## src/dmc_pkg.sv

```systemverilog
// Shared types and constants for the direct-mapped cache tag check.
// No dependencies; imported by every module of the block.
`timescale 1ns / 1ps
`default_nettype none

package dmc_pkg;

	localparam int ADDR_W  = 32;
	localparam int TAG_W   = 28;
	localparam int LINE_W  = 14;
	localparam int LINES   = 1 << LINE_W;
	localparam int CNT_W   = 32;
	localparam int CFG_W   = 4;
	localparam int SHIFT_W = 4;

	localparam logic [SHIFT_W-1:0] OFF_MIN = 4'd4;
	localparam logic [SHIFT_W-1:0] OFF_MAX = 4'd8;
	localparam logic [SHIFT_W-1:0] IDX_MAX = 4'd14;

	localparam logic [SHIFT_W-1:0] OFF_RESET = 4'd4;
	localparam logic [SHIFT_W-1:0] IDX_RESET = 4'd8;

	// configuration register indexes
	typedef enum logic [0:0] {
		REG_OFFSET = 1'b0,
		REG_INDEX  = 1'b1
	} cfg_reg_t;

	// one classified item, front to back
	typedef struct packed {
		logic [LINE_W-1:0] line;
		logic [TAG_W-1:0]  tag;
	} req_t;

	typedef struct packed {
		logic empty;
		logic full;
	} q_stat_t;

	typedef struct packed {
		logic clearing;
		logic working;
	} back_stat_t;

	typedef enum logic [1:0] {
		ST_CLEAR,
		ST_IDLE,
		ST_CHECK
	} back_state_t;

endpackage

`default_nettype wire

```

## src/dmc_queue.sv

```systemverilog
// Two-entry queue of classified items between front and back.
// Depends on dmc_pkg.
`timescale 1ns / 1ps
`default_nettype none

module dmc_queue import dmc_pkg::*; (
	input  wire logic clk,
	input  wire logic arst_n,
	input  wire logic push,
	input  req_t      push_req,
	input  wire logic pop,
	output req_t      head,
	output q_stat_t   stat
);

	req_t       entry_q [2];
	logic       wr_ptr_q;
	logic       rd_ptr_q;
	logic [1:0] count_q;
	logic       do_push;
	logic       do_pop;

	assign stat.empty = (count_q == 2'd0);
	assign stat.full  = (count_q == 2'd2);
	assign do_push    = push && !stat.full;
	assign do_pop     = pop && !stat.empty;
	assign head       = entry_q[rd_ptr_q];

	always_ff @(posedge clk) begin
		if (do_push) begin
			entry_q[wr_ptr_q] <= push_req;
		end
	end

	always_ff @(posedge clk or negedge arst_n) begin
		if (!arst_n) begin
			wr_ptr_q <= 1'b0;
			rd_ptr_q <= 1'b0;
			count_q  <= 2'd0;
		end else begin
			if (do_push) begin
				wr_ptr_q <= !wr_ptr_q;
			end
			if (do_pop) begin
				rd_ptr_q <= !rd_ptr_q;
			end
			count_q <= count_q + 2'(do_push) - 2'(do_pop);
		end
	end

endmodule

`default_nettype wire

```

## config.mk

```make
export PLATFORM = sky130hd
export DESIGN_NAME = dmc_queue
export DESIGN_NICKNAME = d
export VERILOG_FILES = /design/src/dmc_pkg.sv /design/src/dmc_queue.sv
export SDC_FILE = /design/constraint.sdc
export NUM_CORES = 1
export LEC_CHECK = 0
export BUFFER_PORTS_ARGS = -buffer_cell sky130_fd_sc_hd__buf_2
export CORE_MARGIN = 4
export CORE_UTILIZATION = 50
export CTS_BUF_LIST = sky130_fd_sc_hd__clkbuf_8
export DETAILED_ROUTE_END_ITERATION = 8
export PLACE_DENSITY = 0.76
export SYNTH_ARGS = -nofsm -noshare
export SYNTH_HDL_FRONTEND = slang
export SYNTH_SLANG_ARGS = --single-unit
```

## constraint.sdc

```tcl
create_clock -name clk -period 3.5 [get_ports clk]
set_input_delay 0.35 -clock clk [delete_from_list [all_inputs] [get_ports clk]]
set_output_delay 0.35 -clock clk [all_outputs]
set_load 0.01 [all_outputs]
```

* Word level (Yosys, flattened, before mapping)
Memory sizes are Yosys's and may differ from the RTL's. Cells that the tools add are included.
Storage, ports and cells: output and inout bits 44, bits in writable memories 84, logic and storage cells 16, memories kept 1, bits in registers 4
Operators by class: equality and inequality tests 1, add/subtract/negate cells 2, reductions and logical operators 7, multiplexer cells 2
Memories:
- entry_q | words 2, width 42, read ports 1, clocked after Yosys merged registers in 0, wr ports 1, line dmc_queue.sv:16 | req_t entry_q [2];
Operator list (count):
- logical NOT 1 bit | 4
- adder 2 x 1 -> 2 bit | 1
- equality test 2 bit (second input constant) | 1
- logical AND 1 bit | 2
- logical NOT 2 bit | 1
- 2-to-1 mux 1 bit | 2
- subtractor 2 x 1 -> 2 bit | 1

* Logic depth before layout (Yosys ltp)
depth after elaboration 5, mapped depth 7, mapped depth without buffers 7

* Least setup slack after synthesis
Ideal clock, no wire load.
path kind register to register, start point register count_q[1], end point memory entry_q[0][0] in the netlist's numbering, enable pin, cell stages (with the launch flop) 4, data arrival time 2.363 ns, path slack 0.695 ns, required time 3.059 ns, path buffers 0, clock period less this slack 2.805 ns, path through dfrtp_1 > nand2b_1 > nand2_1 > nor2_1
Between the ends: cells in the longest elaborated chain, start to end 5
RTL lines:
- start: declaration | line dmc_queue.sv:19 | logic [1:0] count_q;
- start signal: assignment | line dmc_queue.sv:47 | count_q <= count_q + 2'(do_push) - 2'(do_pop);
- equality test 2 bit | line dmc_queue.sv:24 | assign stat.full = (count_q == 2'd2);
- logical NOT 1 bit | line dmc_queue.sv:25 | assign do_push = push && !stat.full;
- logical AND 1 bit | line dmc_queue.sv:25
- 2-to-1 mux 1 bit | line dmc_queue.sv:30 | if (do_push) begin
- 2-to-1 mux 1 bit (implied by the code) | line dmc_queue.sv:31 | entry_q[wr_ptr_q] <= push_req;
- end: declaration | line dmc_queue.sv:16
Every way passes these cells.

==> flow_summary.ini <==
[outcome]
outcome = finished, final reports clean

[layout]
stdcell_area_um2 = 4190
layout.nets = 296
syn2layout_area_growth_pct = 21.9
antenna_cells = 0
fin_util = 0.644
drive_gt1_frac = 0.601

[timing]
relSlewSlack = 0.339
tightest_slew_ns = 0.992
fin_crit_ns = 2.40
setup_violations = 0
skew_ns = 0.00633
setup-tns-final_ns = 0
finalCritPeriodShare = 0.687
hold_viol_final = 0
drv_slew = 0
grt_setup_unrepaired = no
fmax_mhz = 416

[place]
place_hpwl_mm = 3.84
placed_cell_area_um2 = 3920
port_buffers = 89
place_congestion = 0.716

[drt]
first_iter_violations = 45
via_per_inst = 4.93
wl_mm = 5.65
ant_nets = 0
vias = 1627
dr.pass1.iters = 4
wl_per_cell_um = 17.1
drcViolationCount = 0

[grt]
grt_usage = 0.141
grt_pass1_wl_mm = 8.72
antenna_found_initial = 0
grt_pass1_vias = 1731
grt_max_degree = 43
overflow = 0

[pwr]
p_leak_nw = 1.71
irDropWorstVdd_v = 0.000691
power.density_nw_per_um2 = 848

[hold_path]
hold_path_class = in -> reg

[critical_path]
slowest_stage = dfrtp_2
max_stage_delay_ns = 0.88
worst-setup-path-type = reg -> out
critPathCaptureType = output port
required_ns = 3.15
worst-path-buf-inv = 2
crit_fanout = 26
cp-start-kind = register
cp.arrival_ns = 2.05
cpLargestDelayFamily = flip-flops
r2r_slack_ns = 1.55
worstPathCellList = buf_4 > mux2_4 > buf_2

[die]
die_w_um = 90.9
initial_utilization = 0.529
rows = 29
core_um2 = 6490
die_y_um = 90.9
boundaryPins = 90
design.die.area_um2 = 8260

[flow_run]
drv_cap = 0

[clocking]
cts_tree = done
clockRootBuffer = clkbuf_8
cts_buffers = 9
cts_resized = 0
clock_path_buffers = 2
clock_latency_ns = 0.34
cts_sinks = 88
cts.clk_slew.worst_paths_ns = 0.08
htree_levels = 3

[synth]
ys_types = 15
synth_seq_area_share = 0.764
synth.cell_area_um2 = 3430
synthTopCellsByArea = edfxtp_1 73%, mux2_4 17%, dfrtp_1 2.9%, buf_12 2.3%, mux2_2 0.98%
ys_ff_latch = 88
yosys_warnings = 0
yosysTopAreaCell = edfxtp_1
synth_nets = 197
synthCells = 149
syn_avg_cell_area_um2 = 23.0
synth_top_area_share = 0.735
## routing by layer
metal  global-route usage  up-vias  part of all wire
met1                0.165      788              0.41
met4               0.0616        0            0.0099
li1                     -      779                 -
met3               0.0475        4             0.060
met5                    0        -                 0
met2                0.236       56              0.52
## state kept, by name, summed over array words and instances (netlist names)
signal    flops
count_q       2
wr_ptr_q      1
entry_q      84
rd_ptr_q      1
## cells by family after synthesis
logic type                 count (synthesis)  synth area share
buffers and inverters                      7            0.0288
and+or+nand+nor                            6           0.00948
adders and majority gates                  2           0.00729
muxes                                     42             0.180
DFF                                       88             0.764
xor gates and xnor gates                   4            0.0102
## cells in the mapped netlist, drive strengths merged
cell / count
and3: 1
inv: 2
xnor2: 3
dfrtp: 4
nand2b: 1
nand2: 1
nor2: 2
edfxtp: 84
nor2b: 1
mux2: 42
buf: 5
xor2: 1
ha: 2
## path summary, 6_finish.rpt
kind	start	end	cells past startpoint
max reg2reg	count_q[1]	entry_q[0][2]	4
min in group asynchronous	arst_n	rd_ptr_q	2
min reg2reg	count_q[1]	count_q[1]	1
min	push_req[38]	entry_q[1][38]	1
max in group asynchronous	arst_n	rd_ptr_q	2
max	rd_ptr_q	head[14]	3
## where the power goes
group / switching [mW] / internal, mW / leakage [nW]
Clock: 0.331 / 0.541 / 0.128
Combinational: 0.495 / 0.587 / 0.761
Sequential: 0.149 / 1.45 / 0.826
## layout by cell type, fill, tap and decap left out
master and n:
dfrtp_2 1, mux2_4 39, buf_4 3, nor2_1 1, nand2b_1 1, clkinv_1 1
inv_1 3, edfxtp_1 84, bufinv_16 4, xor2_1 1, dfrtp_1 3, mux2_2 3
clkbuf_8 9, ha_1 2, nor2_4 1, buf_2 89, xnor2_1 3, and3_2 1
nand2_1 1, clkinvlp_4 1, nor2b_2 1, dlygate4sd3_1 1
## worst reg2reg max path, delay by kind of cell, from the launching register on
| kind | cells | cell delay, ns |
|---|---|---|
| flip-flops | 1 | 0.42 |
| AND/OR/NAND/NOR | 3 | 0.80 |
| buffers and inverters | 1 | 0.42 |
## stage by stage
stage | cells | power [mW] | setup WS (ns) | hold slack [ns]
after floorplan | 149 | 2.43 | 0.695 | 0.0544
after global placement | 313 | 2.70 | 1.45 | 0.161
after detailed placement | 313 | 2.72 | 1.45 | 0.162
after CTS | 330 | 3.60 | 1.06 | 0.173
after global routing | 330 | 3.72 | 1.01 | 0.168
final | 330 | 3.55 | 1.10 | 0.195
## final cells by class
type | instances | area, µm²
fill | 454 | 2310
inverter | 2 | 7.51
clock inverter | 7 | 135
timing repair buffer | 93 | 478
tap | 77 | 96.3
multi-input combinational | 54 | 721
sequential | 88 | 2620
clock buffer | 9 | 124
## timing repair
item / CTS / global route
endpoints found under the hold margin: 4 / 0
hold buffers: 1 / 0
setup buffers: 0 / 0
(Power assumes the default switching activity.)
