===== config.mk =====
export PLATFORM = sky130hd
export DESIGN_NAME = dmc_front
export DESIGN_NICKNAME = d
export VERILOG_FILES = /design/src/dmc_pkg.sv /design/src/dmc_front.sv
export SDC_FILE = /design/constraint.sdc
export NUM_CORES = 1
export LEC_CHECK = 0
export BUFFER_PORTS_ARGS = -buffer_cell sky130_fd_sc_hd__buf_2
export CAP_MARGIN = 20
export CORE_ASPECT_RATIO = 2
export CORE_UTILIZATION = 30
export DETAILED_ROUTE_END_ITERATION = 10
export SYNTH_ARGS = -nofsm -noshare
export SYNTH_HDL_FRONTEND = slang
export SYNTH_SLANG_ARGS = --single-unit

===== constraint.sdc =====
create_clock -name clk -period 4.7 [get_ports clk]
set_clock_uncertainty 0.15 [all_clocks]
set_input_delay 0.94 -clock clk [delete_from_list [all_inputs] [get_ports clk]]
set_output_delay 0.94 -clock clk [all_outputs]
set_load 0.05 [all_outputs]

===== src/dmc_pkg.sv =====
// Shared types and constants for the direct-mapped cache tag check.
// No dependencies; imported by every module of the block.
`timescale 1ns / 1ps
`default_nettype none

package dmc_pkg;

	localparam int ADDR_W  = 32;
	localparam int TAG_W   = 28;
	localparam int LINE_W  = 14;
	localparam int LINES   = 1 << LINE_W;
	localparam int CNT_W   = 32;
	localparam int CFG_W   = 4;
	localparam int SHIFT_W = 4;

	localparam logic [SHIFT_W-1:0] OFF_MIN = 4'd4;
	localparam logic [SHIFT_W-1:0] OFF_MAX = 4'd8;
	localparam logic [SHIFT_W-1:0] IDX_MAX = 4'd14;

	localparam logic [SHIFT_W-1:0] OFF_RESET = 4'd4;
	localparam logic [SHIFT_W-1:0] IDX_RESET = 4'd8;

	// configuration register indexes
	typedef enum logic [0:0] {
		REG_OFFSET = 1'b0,
		REG_INDEX  = 1'b1
	} cfg_reg_t;

	// one classified item, front to back
	typedef struct packed {
		logic [LINE_W-1:0] line;
		logic [TAG_W-1:0]  tag;
	} req_t;

	typedef struct packed {
		logic empty;
		logic full;
	} q_stat_t;

	typedef struct packed {
		logic clearing;
		logic working;
	} back_stat_t;

	typedef enum logic [1:0] {
		ST_CLEAR,
		ST_IDLE,
		ST_CHECK
	} back_state_t;

endpackage

`default_nettype wire


===== src/dmc_front.sv =====
// Front part: holds the configuration and splits each address into line and tag.
// Depends on dmc_pkg.
`timescale 1ns / 1ps
`default_nettype none

module dmc_front import dmc_pkg::*; (
	input  wire logic              clk,
	input  wire logic              arst_n,
	input  wire logic              start,
	input  wire logic              busy,
	input  wire logic [ADDR_W-1:0] address,
	input  wire logic              wr_en,
	input  wire logic              wr_index,
	input  wire logic [CFG_W-1:0]  wr_data,
	output logic                   push,
	output req_t                   req
);

	logic [SHIFT_W-1:0] off_q;
	logic [SHIFT_W-1:0] idx_q;
	logic [SHIFT_W-1:0] off_eff;
	logic [SHIFT_W-1:0] idx_eff;
	logic [LINE_W:0]    line_mask;
	logic [ADDR_W-1:0]  addr_line;
	logic [ADDR_W-1:0]  addr_tag;

	always_ff @(posedge clk or negedge arst_n) begin
		if (!arst_n) begin
			off_q <= OFF_RESET;
			idx_q <= IDX_RESET;
		end else if (wr_en) begin
			unique case (cfg_reg_t'(wr_index))
				REG_OFFSET: off_q <= wr_data;
				REG_INDEX:  idx_q <= wr_data;
				default:    off_q <= off_q;
			endcase
		end
	end

	always_comb begin
		priority if (off_q < OFF_MIN) begin
			off_eff = OFF_MIN;
		end else if (off_q > OFF_MAX) begin
			off_eff = OFF_MAX;
		end else begin
			off_eff = off_q;
		end
		idx_eff = (idx_q > IDX_MAX) ? IDX_MAX : idx_q;
	end

	assign line_mask = ((LINE_W+1)'(1) << idx_eff) - (LINE_W+1)'(1);
	assign addr_line = address >> off_eff;
	assign addr_tag  = address >> (5'(off_eff) + 5'(idx_eff));

	assign push     = start && !busy;
	assign req.line = addr_line[LINE_W-1:0] & line_mask[LINE_W-1:0];
	assign req.tag  = addr_tag[TAG_W-1:0];

endmodule

`default_nettype wire


# Word-level counts from Yosys, hierarchy flattened
# Index checks and enable logic that the tools add are counted.
[word_totals] register_bits=8 in_bits=42 output_inout_bits=43 word_cells=19
[classes] add_sub_neg=2 n_lt_le_gt_ge=3 shift=3 n_mux=3 bitwise_logic=2 reduce_logical=4
[ops] cell="32-bit by 4-bit >> shifter with 14-bit output" count=1
[ops] cell="32-bit by 5-bit >> shifter with 28-bit output" count=1
[ops] cell="14-bit bitwise AND" count=1
[ops] cell="1-bit by 4-bit << shifter with 14-bit output, first input constant" count=1
[ops] cell="14-bit by 2-bit subtractor with 14-bit output, second input constant" count=1
[ops] cell="4-bit two-way mux" count=3
[ops] cell="4-bit greater-than comparator, second input constant" count=2
[ops] cell="4-bit by 4-bit adder with 5-bit output" count=1
[ops] cell="4-bit by 3-bit less-than comparator with 1-bit output, second input constant" count=1
[ops] cell="2-bit AND reduction" count=2
[ops] cell="1-bit logical AND" count=1
[ops] cell="1-bit logical NOT" count=1
[ops] cell="1-bit inverter" count=1

# Depth between registers and ports, before layout
[logic_depth] ltp_word=5 depth_mapped=13 mapped_depth_nobuf=9

# Worst setup path before layout
# Ideal clock, no wire load.
[synth_timing] kind="register -> output" start="reg off_q[3]" end="out req[1] (netlist bit)" arrival_time_ns=3.880 required_time_ns=3.610 path_slack_ns=-0.270 path_stages_with_launch=14 path_buffers=4 cell_sequence="dfrtp_1 clkbuf_1 nand3b_4 buf_2 inv_1 ha_1 fa_1 buf_2 buf_1 nand3b_1 o21a_1 a21oi_1 o21ai_1 o21ai_0"
[synth_rtl] element="from (decl)" line_no="dmc_front.sv:19" rtl="logic [SHIFT_W-1:0] off_q;"
[synth_rtl] element="from (signal assigned)" line_no="dmc_front.sv:33" rtl="REG_OFFSET: off_q <= wr_data;"
[synth_rtl] element="from (signal assigned)" line_no="dmc_front.sv:35" rtl="default: off_q <= off_q;"
[synth_rtl] element="to (decl)" line_no="dmc_front.sv:16" rtl="output req_t req"

==> flow_summary.json <==
{
  "worstSetupStartpointType": "flip-flop",
  "ys_seq_elements": 8,
  "most_common_library_cell_in_the_layout_ignoring_fill_and_taps": "sky130_fd_sc_hd__buf_2",
  "pre_cts_ws_ps": 505.3,
  "netlist-cell-type-count": 53,
  "port_buffers": 84,
  "post_route_cells_drive_above_1_share": 0.3973,
  "drt-wirelength-per-cell_um": 18.05,
  "syn_area_sq_um": 2963,
  "cts_hold_buf": 0,
  "drv.max_cap_violation_count": 0,
  "placedInstanceArea_sq_um": 3650,
  "drt_wl_total_um": 10380,
  "status": "finished clean",
  "slowest_delay_ps": 580,
  "antennaDiodeCount": 0,
  "post_cts.repair.setup_buffers": 0,
  "worstReg2RegEnd": "off_q[3]",
  "gate_count_after_technology_mapping": 365,
  "cts-htree-levels": 1,
  "route.detailed.vias_per_inst": 5.673,
  "synth.yosys.warnings": 0,
  "dr_total_vias": 3262,
  "cpMaxStageDelayCell": "sky130_fd_sc_hd__ha_2",
  "post_cts_resize_count": 0,
  "final_max_slew_viol_count": 0,
  "drt_drc_violations_left": 0,
  "avgSynthCellArea_sq_um": 8.117,
  "period_needed_ps": 4455,
  "final_min_period_over_clock_period": 0.9479,
  "numClockSinks": 8,
  "grt.overflow.total": 0,
  "worst-endpoint-required_ps": 3610,
  "grt_use_total": 0.2034,
  "layout.cell_area.non_filler_sq_um": 3725,
  "number_of_cts_inserted_buffers": 3,
  "grt_max_degree": 27,
  "grt_pass1_vias": 3271,
  "worstSetupEndpointType": "output pin",
  "drt_pass1_iterations": 4,
  "fp-row-count": 51,
  "rrSetupSlack_ps": 3340,
  "tritoncts": "built",
  "tightestPinTransition_ps": 496.4,
  "top_usage_layer": "met2",
  "cellLeakagePower_nw": 1.714,
  "crit_start": "idx_q[3]",
  "timing.critical_path.arrival_ps": 3370,
  "ys_seq_area_frac": 0.06841,
  "rsz_0062_raised_after_global_routing": "false",
  "die_h_um": 142.5,
  "fp.dieW_um": 72.27,
  "synth-edff-count": 0,
  "critical_path.reg2reg.startpoint": "off_q[3]",
  "final_antenna_net_count": 0,
  "initial_utilization": 0.3075,
  "use_met2": 0.4004,
  "core_area_sq_um": 9635,
  "hold_path.class": "in2async",
  "detail_route.iter0.violations": 199,
  "globalRouteMet1Util": 0.1970,
  "grt_antenna_before_repair": 0,
  "layout_setup_ws_ps": 244.9,
  "power-per-cell-area_nw_per_um2": 642.5,
  "asyncSetResetFlopFracSynth": 1.000,
  "layout.nets": 493,
  "setup_viol": 0,
  "areaGrowthSynthToFinish_pct": 25.72,
  "cts.path.max_buffers": 2,
  "mostFrequentLayoutCells": "sky130_fd_sc_hd__buf_2 (84), sky130_fd_sc_hd__nand2_1 (55), sky130_fd_sc_hd__mux4_2 (34)",
  "vdd.ir_drop.worst_mv": 0.3204,
  "gp_routability_congestion": 0.9761,
  "clk_pin_slew_ps": 30,
  "postSynthNetCount": 413,
  "crit_chain": "nand3_1, and2_1, ha_2, buf_12, mux2_2, mux2i_1, nor2_1, o311ai_1, o21ai_1, buf_2",
  "hold-worst-slack_ps": 397.7,
  "ys.flop_type": "sky130_fd_sc_hd__dfrtp_1",
  "dp.final_hpwl_um": 8662,
  "die-area_sq_um": 10300,
  "global_route_wire_length_before_repair_um": 16330,
  "gr-usage-met3": 0.02266,
  "timing.setup.tns_ps": 0,
  "r2r.worst_path.cells": 4,
  "type_of_the_worst_setup_path": "reg2out",
  "ios": 85,
  "worst-path-max-fanout": 22,
  "fmax_ghz": 0.2245,
  "slew_headroom": 0.6596,
  "ctsRootBufferMaster": "sky130_fd_sc_hd__clkbuf_16",
  "insertion_delay_ps": 230,
  "final_hold_viol_count": 0
}
stage by stage:
stage / power [mW] / utilization / std cells
after global routing: 2.538 / 0.3866 / 575
final: 2.393 / 0.3866 / 575
after detailed placement: 2.254 / 0.3788 / 572
after floorplan: 1.738 / - / 365
after global placement: 2.235 / 0.3788 / 572
after CTS: 2.402 / 0.3866 / 575
power by group:
group          internal, mW  switching, mW  leakage [nW]  total (mW)
Sequential           0.0813         0.0102        0.0920      0.0916
Clock                 0.109         0.0309        0.0370       0.140
Combinational         0.734           1.43          1.59        2.16
Total                 0.925           1.47          1.71        2.39
kinds of logic (layout without fill, tap and decap cells):
logic type,after synthesis,after routing,synth area share
simple gates,121,121,0.1871
fa+ha+maj,6,6,0.02787
flops,8,8,0.06841
buf+inv,48,126,0.07643
mux,79,79,0.4172
xor+xnor,3,3,0.008870
compound gates,100,100,0.2141
worst max-delay path: cells and delay by family (launching register included):
family,cells,cell delay (ps)
and+or+nand+nor,3,380
buffers and inverters,2,460
adders and majority gates,1,580
DFF,1,520
AOI/OAI and AO/OA,2,410
muxes,2,770
how the worst max path moves through the flow:
stage	endpoint	slack, ps	cells past startpoint
6_report	req[2]	240	10
5_1_grt	req[2]	170	10
4_1_cts	req[2]	250	10
3_5_place_dp	req[2]	510	10
3_3_place_gp	req[2]	560	10
2_1_floorplan	req[7]	-30	12
flip-flops by register name, indices dropped and copies added, names as in the netlist:
register	cells
off_q	4
idx_q	4
per-layer routing:
| layer | routed length [um] | vias to the layer above |
|---|---|---|
| met4 | 581 | 0 |
| met3 | 444 | 34 |
| li1 | - | 1547 |
| met5 | 0 | - |
| met2 | 5776 | 127 |
| met1 | 3578 | 1554 |
cell usage after synthesis, types with 2 or more instances:
cell                        n  area (sq um)
sky130_fd_sc_hd__o22ai_1    3         18.77
sky130_fd_sc_hd__o21a_1     3         22.52
sky130_fd_sc_hd__o21ai_1    9         45.04
sky130_fd_sc_hd__mux4_2    34         765.7
sky130_fd_sc_hd__buf_2     12         60.06
sky130_fd_sc_hd__o21ai_0   14         70.07
sky130_fd_sc_hd__ha_1       5         62.56
sky130_fd_sc_hd__nand2b_1   2         12.51
sky130_fd_sc_hd__inv_1     12         45.04
sky130_fd_sc_hd__nand3b_1   3         22.52
sky130_fd_sc_hd__nor2b_1    4         25.02
sky130_fd_sc_hd__dfstp_2    2         52.55
sky130_fd_sc_hd__xor2_1     2         17.52
sky130_fd_sc_hd__a31oi_1    5         31.28
sky130_fd_sc_hd__o31ai_1    3         22.52
sky130_fd_sc_hd__o22a_1     2         17.52
sky130_fd_sc_hd__mux2_1     2         22.52
sky130_fd_sc_hd__mux2_2    14         157.7
sky130_fd_sc_hd__and3_1     5         31.28
sky130_fd_sc_hd__a221oi_1   2         17.52
sky130_fd_sc_hd__a21oi_1   26         130.1
sky130_fd_sc_hd__nor3_1     4         20.02
sky130_fd_sc_hd__a211oi_1   6         45.04
sky130_fd_sc_hd__mux2i_1   29         290.3
sky130_fd_sc_hd__buf_4      2         15.01
sky130_fd_sc_hd__nand3_1   13         65.06
sky130_fd_sc_hd__a21o_1     5         37.54
sky130_fd_sc_hd__o211ai_1  10         75.07
sky130_fd_sc_hd__dfrtp_1    6         150.1
sky130_fd_sc_hd__nor2_1    26         97.59
sky130_fd_sc_hd__nand2_1   55         206.5
sky130_fd_sc_hd__and2_1     4         25.02
sky130_fd_sc_hd__a22oi_1    3         22.52
sky130_fd_sc_hd__clkbuf_1  19         71.32
layout make-up:
| cell class | count | area [sq um] |
|---|---|---|
| clock buffer | 3 | 75.07 |
| inverter | 12 | 45.04 |
| timing repair buffer | 111 | 660.6 |
| fill | 980 | 5911 |
| multi-input combinational | 309 | 2576 |
| tap | 132 | 165.2 |
| sequential | 8 | 202.7 |
(Power assumes the default switching activity.)
